**src/rtl/lfu_pkg.sv**
```systemverilog
package lfu_pkg;

  localparam int unsigned CAP_W   = 5;
  localparam int unsigned DATA_W  = 32;
  localparam int unsigned COUNT_W = 32;

  localparam logic MODE_GET = 1'b0;
  localparam logic MODE_PUT = 1'b1;

  localparam logic [CAP_W-1:0]   CAP_RESET  = 5'd16;
  localparam logic [DATA_W-1:0]  MISS_VALUE = 32'hFFFF_FFFF;
  localparam logic [COUNT_W-1:0] COUNT_MAX  = 32'hFFFF_FFFF;

  typedef struct packed {
    logic                     mode;
    logic signed [DATA_W-1:0] key;
    logic signed [DATA_W-1:0] write_value;
  } lfu_item_t;

  typedef struct packed {
    logic                     hit;
    logic signed [DATA_W-1:0] read_value;
  } lfu_result_t;

  typedef struct packed {
    logic load;
    logic rd_en;
    logic sweep;
    logic decide;
  } lfu_cmd_t;

  typedef struct packed {
    logic need_sweep;
  } lfu_status_t;

endpackage

```
**src/rtl/lfu_ctrl.sv**
```systemverilog
module lfu_ctrl import lfu_pkg::*; #(
  parameter int unsigned ENTRIES = 16,
  localparam int unsigned IW = (ENTRIES > 1) ? $clog2(ENTRIES) : 1
) (
  input  logic          clk_i,
  input  logic          rst_ni,
  input  logic          start_i,
  input  lfu_status_t   status_i,
  output logic          busy_o,
  output lfu_cmd_t      cmd_o,
  output logic [IW-1:0] addr_o
);

  typedef enum logic [2:0] {
    S_IDLE,
    S_SCAN,
    S_SCAN_TAIL,
    S_DECIDE,
    S_SWEEP,
    S_SWEEP_TAIL
  } state_e;

  localparam logic [IW-1:0] LAST = IW'(ENTRIES - 1);

  state_e        state_q;
  logic [IW-1:0] cnt_q;

  always_ff @(posedge clk_i or negedge rst_ni) begin
    if (!rst_ni) begin
      state_q <= S_IDLE;
      cnt_q   <= '0;
    end else begin
      case (state_q)
        S_IDLE: begin
          if (start_i) begin
            state_q <= S_SCAN;
            cnt_q   <= '0;
          end
        end
        S_SCAN: begin
          cnt_q <= cnt_q + IW'(1);
          if (cnt_q == LAST) begin
            state_q <= S_SCAN_TAIL;
          end
        end
        S_SCAN_TAIL: state_q <= S_DECIDE;
        S_DECIDE: begin
          cnt_q <= '0;
          if (status_i.need_sweep) begin
            state_q <= S_SWEEP;
          end else begin
            state_q <= S_IDLE;
          end
        end
        S_SWEEP: begin
          cnt_q <= cnt_q + IW'(1);
          if (cnt_q == LAST) begin
            state_q <= S_SWEEP_TAIL;
          end
        end
        S_SWEEP_TAIL: state_q <= S_IDLE;
        default: state_q <= S_IDLE;
      endcase
    end
  end

  always_comb begin
    cmd_o.load   = (state_q == S_IDLE) && start_i;
    cmd_o.rd_en  = (state_q == S_SCAN) || (state_q == S_SWEEP);
    cmd_o.sweep  = (state_q == S_SWEEP);
    cmd_o.decide = (state_q == S_DECIDE);
  end

  assign busy_o = (state_q != S_IDLE);
  assign addr_o = cnt_q;

`ifndef ASSERT_OFF
  a_accept_starts_scan: assert property (@(posedge clk_i) disable iff (!rst_ni)
    (start_i && state_q == S_IDLE) |=> (state_q == S_SCAN && cnt_q == '0))
    else $error("accepted beat did not start a scan");

  a_addr_in_range: assert property (@(posedge clk_i) disable iff (!rst_ni)
    cmd_o.rd_en |-> (cnt_q <= LAST))
    else $error("entry address out of range");

  a_decide_after_tail: assert property (@(posedge clk_i) disable iff (!rst_ni)
    (state_q == S_DECIDE) |-> ($past(state_q) == S_SCAN_TAIL))
    else $error("decide without a finished scan");
`endif

endmodule

```
**src/rtl/lfu_dpath.sv**
```systemverilog
module lfu_dpath import lfu_pkg::*; #(
  parameter int unsigned ENTRIES = 16,
  localparam int unsigned IW = (ENTRIES > 1) ? $clog2(ENTRIES) : 1
) (
  input  logic             clk_i,
  input  logic             rst_ni,
  input  logic             cfg_we_i,
  input  logic [CAP_W-1:0] cfg_wdata_i,
  input  lfu_item_t        item_i,
  input  lfu_cmd_t         cmd_i,
  input  logic [IW-1:0]    addr_i,
  output lfu_status_t      status_o,
  output logic             result_valid_o,
  output lfu_result_t      result_o
);

  localparam int unsigned RW = IW;
  localparam int unsigned UW = $clog2(ENTRIES + 1);
  localparam int unsigned XW = (UW > CAP_W) ? UW : CAP_W;

  logic [CAP_W-1:0]   capacity_q;
  lfu_item_t          item_q;
  logic [ENTRIES-1:0] valid_q;

  logic [DATA_W-1:0]  key_mem  [ENTRIES];
  logic [DATA_W-1:0]  data_mem [ENTRIES];
  logic [COUNT_W-1:0] cnt_mem  [ENTRIES];
  logic [RW-1:0]      rank_mem [ENTRIES];

  logic [DATA_W-1:0]  key_rd_q, data_rd_q;
  logic [COUNT_W-1:0] cnt_rd_q;
  logic [RW-1:0]      rank_rd_q;
  logic               pv_q, psweep_q;
  logic [IW-1:0]      pidx_q;
  logic               ent_vld;

  // scan results
  logic               found_q, free_q, vic_q;
  logic [UW-1:0]      used_q;
  logic [IW-1:0]      fidx_q, free_idx_q, vidx_q;
  logic [RW-1:0]      frank_q, vrank_q;
  logic [DATA_W-1:0]  fdata_q;
  logic [COUNT_W-1:0] fcnt_q, vcnt_q;

  // sweep plan
  logic [IW-1:0]      slot_q;
  logic [RW-1:0]      thr_q;
  logic               thr_all_q;

  logic               res_vld_q;
  lfu_result_t        res_q;

  // decision
  logic [XW-1:0]      cap_x, cap_eff, used_x;
  logic               full;
  logic               do_sweep, we_ent, thr_all_d;
  logic [IW-1:0]      slot_d;
  logic [RW-1:0]      thr_d;
  logic [DATA_W-1:0]  wdata;
  logic [COUNT_W-1:0] wcnt;
  lfu_result_t        res_d;
  logic               take_vic;

  assign ent_vld = valid_q[pidx_q];

  assign take_vic = !vic_q || (cnt_rd_q < vcnt_q) ||
                    ((cnt_rd_q == vcnt_q) && (rank_rd_q > vrank_q));

  always_comb begin
    cap_x   = XW'(capacity_q);
    cap_eff = (cap_x > XW'(ENTRIES)) ? XW'(ENTRIES) : cap_x;
    used_x  = XW'(used_q);
    full    = (used_x >= cap_eff) || !free_q;

    do_sweep  = 1'b0;
    we_ent    = 1'b0;
    thr_all_d = 1'b0;
    slot_d    = fidx_q;
    thr_d     = frank_q;
    wdata     = item_q.write_value;
    wcnt      = COUNT_W'(1);
    res_d.hit        = found_q;
    res_d.read_value = '0;

    if (found_q) begin
      do_sweep = 1'b1;
      we_ent   = 1'b1;
      wcnt     = (fcnt_q == COUNT_MAX) ? fcnt_q : fcnt_q + COUNT_W'(1);
      if (item_q.mode == MODE_GET) begin
        wdata            = fdata_q;
        res_d.read_value = fdata_q;
      end
    end else if (item_q.mode == MODE_GET) begin
      res_d.read_value = MISS_VALUE;
    end else if (capacity_q != '0) begin
      if (full) begin
        if (vic_q) begin
          do_sweep = 1'b1;
          we_ent   = 1'b1;
          slot_d   = vidx_q;
          thr_d    = vrank_q;
        end
      end else begin
        do_sweep  = 1'b1;
        we_ent    = 1'b1;
        slot_d    = free_idx_q;
        thr_all_d = 1'b1;
      end
    end
  end

  assign status_o.need_sweep = do_sweep;

  always_ff @(posedge clk_i or negedge rst_ni) begin
    if (!rst_ni) begin
      capacity_q <= CAP_RESET;
      valid_q    <= '0;
      pv_q       <= 1'b0;
      psweep_q   <= 1'b0;
      found_q    <= 1'b0;
      free_q     <= 1'b0;
      vic_q      <= 1'b0;
      used_q     <= '0;
      res_vld_q  <= 1'b0;
    end else begin
      if (cfg_we_i) begin
        capacity_q <= cfg_wdata_i;
      end
      pv_q      <= cmd_i.rd_en;
      psweep_q  <= cmd_i.sweep;
      res_vld_q <= cmd_i.decide;
      if (cmd_i.load) begin
        found_q <= 1'b0;
        free_q  <= 1'b0;
        vic_q   <= 1'b0;
        used_q  <= '0;
      end else if (pv_q && !psweep_q) begin
        if (ent_vld) begin
          used_q <= used_q + UW'(1);
          if (key_rd_q == item_q.key) begin
            found_q <= 1'b1;
          end
          if (take_vic) begin
            vic_q <= 1'b1;
          end
        end else if (!free_q) begin
          free_q <= 1'b1;
        end
      end
      if (cmd_i.decide && we_ent) begin
        valid_q[slot_d] <= 1'b1;
      end
    end
  end

  always_ff @(posedge clk_i) begin
    if (cmd_i.load) begin
      item_q <= item_i;
    end
    if (cmd_i.rd_en) begin
      key_rd_q  <= key_mem[addr_i];
      data_rd_q <= data_mem[addr_i];
      cnt_rd_q  <= cnt_mem[addr_i];
      rank_rd_q <= rank_mem[addr_i];
      pidx_q    <= addr_i;
    end
    if (pv_q && !psweep_q) begin
      if (ent_vld) begin
        if (key_rd_q == item_q.key) begin
          fidx_q  <= pidx_q;
          frank_q <= rank_rd_q;
          fdata_q <= data_rd_q;
          fcnt_q  <= cnt_rd_q;
        end
        if (take_vic) begin
          vidx_q  <= pidx_q;
          vcnt_q  <= cnt_rd_q;
          vrank_q <= rank_rd_q;
        end
      end else if (!free_q) begin
        free_idx_q <= pidx_q;
      end
    end
    if (cmd_i.decide) begin
      slot_q    <= slot_d;
      thr_q     <= thr_d;
      thr_all_q <= thr_all_d;
      res_q     <= res_d;
      if (we_ent) begin
        key_mem[slot_d]  <= item_q.key;
        data_mem[slot_d] <= wdata;
        cnt_mem[slot_d]  <= wcnt;
      end
    end
    if (pv_q && psweep_q) begin
      if (pidx_q == slot_q) begin
        rank_mem[pidx_q] <= '0;
      end else if (ent_vld && (thr_all_q || (rank_rd_q < thr_q))) begin
        rank_mem[pidx_q] <= rank_rd_q + RW'(1);
      end
    end
  end

  assign result_valid_o = res_vld_q;
  assign result_o       = res_q;

`ifndef ASSERT_OFF
  a_evict_has_victim: assert property (@(posedge clk_i) disable iff (!rst_ni)
    (cmd_i.decide && !found_q && item_q.mode == MODE_PUT && capacity_q != '0 && full)
    |-> vic_q)
    else $error("eviction needed but no victim found");

  a_used_matches_valid: assert property (@(posedge clk_i) disable iff (!rst_ni)
    cmd_i.decide |-> ($countones(valid_q) == int'(used_q)))
    else $error("scan occupancy disagrees with valid bits");

  a_valid_never_drops: assert property (@(posedge clk_i) disable iff (!rst_ni)
    $countones(valid_q) >= $past($countones(valid_q)))
    else $error("valid entry lost");

  a_result_after_decide: assert property (@(posedge clk_i) disable iff (!rst_ni)
    result_valid_o |-> $past(cmd_i.decide))
    else $error("result beat without a decision");
`endif

endmodule

```
**src/rtl/lfu_cache_replacement_top.sv**
```systemverilog
// Channel  | Direction | Handshake                 | Payload
// config   | in        | cfg_we_i                  | cfg_wdata_i (capacity)
// item     | in        | start_i high, busy_o low  | item_i (mode, key, write_value)
// result   | out       | result_valid_o, 1 cycle   | result_o (hit, read_value)
//
// Each item scans all ENTRIES slots through the registered memory read port,
// one slot per cycle, then decides. Hits and inserts add a second pass that
// rewrites the recency ranks one slot per cycle; no new item is taken until
// the item is done. Get misses and ignored puts skip the second pass. The
// result beat comes in the cycle after the decision. Reset clears the valid
// bits at once; no clearing pass. The receiver cannot stall.
module lfu_cache_replacement_top import lfu_pkg::*; #(
  parameter int unsigned ENTRIES = 16
) (
  input  logic             clk_i,
  input  logic             rst_ni,
  input  logic             cfg_we_i,
  input  logic [CAP_W-1:0] cfg_wdata_i,
  input  logic             start_i,
  input  lfu_item_t        item_i,
  output logic             busy_o,
  output logic             result_valid_o,
  output lfu_result_t      result_o
);

  localparam int unsigned IW = (ENTRIES > 1) ? $clog2(ENTRIES) : 1;

  lfu_cmd_t      cmd;
  lfu_status_t   status;
  logic [IW-1:0] addr;

  lfu_ctrl #(
    .ENTRIES(ENTRIES)
  ) u_ctrl (
    .clk_i   (clk_i),
    .rst_ni  (rst_ni),
    .start_i (start_i),
    .status_i(status),
    .busy_o  (busy_o),
    .cmd_o   (cmd),
    .addr_o  (addr)
  );

  lfu_dpath #(
    .ENTRIES(ENTRIES)
  ) u_dpath (
    .clk_i         (clk_i),
    .rst_ni        (rst_ni),
    .cfg_we_i      (cfg_we_i),
    .cfg_wdata_i   (cfg_wdata_i),
    .item_i        (item_i),
    .cmd_i         (cmd),
    .addr_i        (addr),
    .status_o      (status),
    .result_valid_o(result_valid_o),
    .result_o      (result_o)
  );

endmodule
```
**config.mk**
```make
export PLATFORM = sky130hd
export DESIGN_NAME = lfu_cache_replacement_top
export DESIGN_NICKNAME = d
export VERILOG_FILES = /design/src/rtl/lfu_pkg.sv /design/src/rtl/lfu_ctrl.sv /design/src/rtl/lfu_dpath.sv /design/src/rtl/lfu_cache_replacement_top.sv
export SDC_FILE = /design/constraint.sdc
export NUM_CORES = 2
export LEC_CHECK = 0
export ABC_AREA = 1
export BUFFER_PORTS_ARGS = -buffer_cell sky130_fd_sc_hd__buf_2
export CORE_MARGIN = 2
export CORE_UTILIZATION = 40
export CTS_CLUSTER_SIZE = 20
export DETAILED_ROUTE_END_ITERATION = 8
export GPL_TIMING_DRIVEN = 0
export MAX_ROUTING_LAYER = met4
export PLACE_DENSITY = 0.54
export SYNTH_ARGS = -nofsm -noshare
export SYNTH_HDL_FRONTEND = slang
export SYNTH_SLANG_ARGS = --single-unit
export TNS_END_PERCENT = 20
```
**constraint.sdc**
```tcl
create_clock -name clk_i -period 21.1 [get_ports clk_i]
set_input_delay 2.11 -clock clk_i [delete_from_list [all_inputs] [get_ports clk_i]]
set_output_delay 2.11 -clock clk_i [all_outputs]
set_load 0.01 [all_outputs]
```
==> flow_summary.json <==
{
  "run_status": "completed",
  "initial_utilization": 0.4022,
  "track_usage": 0.2348,
  "worst_setup_path_start_kind": "flip-flop",
  "grt_pass1_vias": 47010,
  "cts.clk_slew.worst_paths_ns": 0.06,
  "port-buffer-count": 107,
  "worstSetupPathType": "reg2reg",
  "layout_common_cells": "edfxtp_1 (1927), nor2_1 (985), o21ai_0 (503)",
  "skew_ns": 0.06380,
  "gp_congestion": 0.8522,
  "required_ns": 21.65,
  "cts_resized": 0,
  "min_path_type": "reg2reg",
  "ir_worst_vdd_uv": 104.7,
  "ys_async_sr_fraction": 0.01984,
  "ys_ff_latch": 1966,
  "yosys_warnings": 0,
  "hold_buffers": 0,
  "hpwl_um": 148900,
  "drtIter0Drc": 5195,
  "maxCapViolCount": 0,
  "dp_worst_setup_slack_ns": 16.27,
  "path_max_fanout": 22,
  "insertion_delay_ns": 0.88,
  "final_common_cell": "edfxtp_1",
  "powerDensity_nw_per_um2": 130.2,
  "finalSetupTns_ns": 0,
  "fill_cells": 16880,
  "ant_nets": 0,
  "p_leak_uw": 0.02952,
  "area_growth_pct": 14.76,
  "grt_pass1_wl_um": 326500,
  "rsz0062_at_grt": "no",
  "rr_endpoint": "u_dpath.data_mem[1][20]",
  "cts_root_buffer": "clkbuf_16",
  "maxSlewViolCount": 0,
  "grt_remaining_overflow": 0,
  "hold_viol_final": 0,
  "grt_start_max_net_pins": 70,
  "r2r_cells": 10,
  "die_x_um": 443.8,
  "finalInstanceArea_sq_um": 88790,
  "worstMarginPinSlew_ns": 1.375,
  "holdPathStages": 0,
  "synth-edff-count": 1927,
  "cts_tree": "done",
  "reg2reg_slack_ns": 16.38,
  "ys.flop_type": "edfxtp_1",
  "end_kind": "flip-flop",
  "std_cell_rows": 161,
  "cts_inserted_buffers": 202,
  "hold_end": "u_dpath.fdata_q[13]",
  "power_uw": 11570,
  "avgSynthCellArea_sq_um": 14.14,
  "maxClockFrequency_mhz": 211.8,
  "syn_inst": 5472,
  "cts_max_path_buffers": 3,
  "synth_fp_nets": 5594,
  "firstDrtPassIters": 5,
  "worstHoldStart": "u_dpath.data_rd_q[13]",
  "wl_per_cell_um": 26.69,
  "post-route-period-util": 0.2238,
  "fin_nets": 5962,
  "htreeDepth": 4,
  "dpl-instance-area_sq_um": 82470,
  "r2r-start": "u_dpath.item_q[64]",
  "die_area_sq_um": 197000,
  "ys_types": 47,
  "remaining_drc_errors": 0,
  "cp_data_arrival_time_ns": 5.27,
  "fin_crit_ns": 4.722,
  "routed_wirelength_um": 227600,
  "vias": 47660,
  "viasPerCell": 5.589,
  "netlist_area_sq_um": 77380,
  "clock-sinks": 1966,
  "yosysSeqAreaShare": 0.7605,
  "fin_util": 0.4616,
  "slew_headroom": 0.07976,
  "cts_setup_buffers": 0,
  "drive_gt1_frac": 0.1024,
  "setup_viol": 0,
  "chipHeight_um": 443.8,
  "fin_ws_ns": 16.38,
  "ioPinCount": 109,
  "core_area_sq_um": 192400,
  "antenna_found_initial": 14
}
-- stage by stage --
| step | cells | hold WS (ns) |
|---|---|---|
| after global routing | 8523 | 0.4250 |
| after global placement | 8105 | 0.4038 |
| after CTS | 8521 | 0.4179 |
| final | 8527 | 0.4164 |
| after floorplan | 5472 | 0.4003 |
| after detailed placement | 8160 | 0.4045 |
-- routing by layer --
metal,global-route usage,wire [um]
met1,0.3147,96620
met2,0.3725,108500
met3,0.03403,15830
met4,0.07059,6637
met5,-,0
-- cell families (layout without fill, tap and decap cells) --
kind of cell	Yosys count	after routing	synth area share
DFF	1966	1966	0.7605
and+or+nand+nor	1743	1743	0.09107
AOI/OAI and AO/OA	998	998	0.08593
buffers and inverters	497	1022	0.02710
muxes	166	166	0.02154
xor gates and xnor gates	54	54	0.006113
adders and majority gates	48	48	0.007762
other	0	4	0
-- worst max path at each step --
stage / startpoint / to / slack, ns / depth (start not counted)
floorplan: u_ctrl.state_q[0] / u_dpath.cnt_mem[12][0] / 13.61 / 5
global placement: u_ctrl.state_q[1] / u_dpath.data_mem[0][18] / 5.70 / 5
detailed placement: u_dpath.item_q[64] / u_dpath.data_mem[1][18] / 16.27 / 10
CTS: u_dpath.item_q[64] / u_dpath.key_mem[1][23] / 16.21 / 10
global route: u_dpath.item_q[64] / u_dpath.key_mem[1][23] / 16.17 / 10
finish: u_dpath.item_q[64] / u_dpath.data_mem[1][20] / 16.38 / 10
-- final cells by class --
class	instances	area [sq um]	area share
Inverter	172	686.9	0.007736
Timing Repair Buffer	164	1772	0.01995
Buffer	325	1463	0.01647
Sequential cell	1966	58840	0.6627
Tap cell	2526	3161	0.03559
Multi-Input combinational cell	3009	16570	0.1866
Clock buffer	258	5336	0.06010
Antenna cell	4	10.01	0.0001127
Clock inverter	103	955.9	0.01077
-- flip-flops by register name, summed over array words and instances (netlist names), 5 cells and up --
name,cells
u_dpath.fcnt_q,32
u_dpath.data_mem,512
u_dpath.item_q,65
u_dpath.result_o,33
u_dpath.cnt_rd_q,32
u_dpath.key_rd_q,32
u_dpath.cnt_mem,512
u_dpath.cap_x,5
u_dpath.data_rd_q,32
u_dpath.fdata_q,32
u_dpath.key_mem,512
u_dpath.used_q,5
u_dpath.rank_mem,64
u_dpath.vcnt_q,32
u_dpath.valid_q,16
-- power breakdown --
part	switching (uW)	internal (uW)	leakage, uW	total (uW)
combinational	2280	845	0.00827	3130
clock	1530	1890	0.00306	3420
sequential	203	4810	0.0182	5020
total	4010	7550	0.0295	11600
-- synth_stat cells (all sizes together) (9+ instances only) --
library cell	number	area, sq um
clkbuf	226	848.3
o221ai	162	1419
o32ai	238	2085
xnor2	34	297.8
nor2	1008	3819
xor2	20	175.2
nor3	18	90.09
inv	171	641.9
mux2i	162	1622
nand3	218	1111
a21oi	32	163.9
nand2	454	1724
edfxtp	1927	57870
nand4	24	165.2
or2	9	56.30
buf	99	601.8
ha	48	600.6
o211ai	38	285.3
dfrtp	38	950.9
o21ai	510	2552
-- critical path: stages (launching register included) --
cell and delay [ns]:
edfxtp_1 1.05, buf_2 0.91, nand2_1 0.11, inv_1 0.08
nand2_1 0.09, a21boi_4 0.29, nand3_1 0.29, nor2_4 0.69
buf_12 0.28, buf_12 0.22, buf_12 0.21
(Power assumes the default switching activity.)
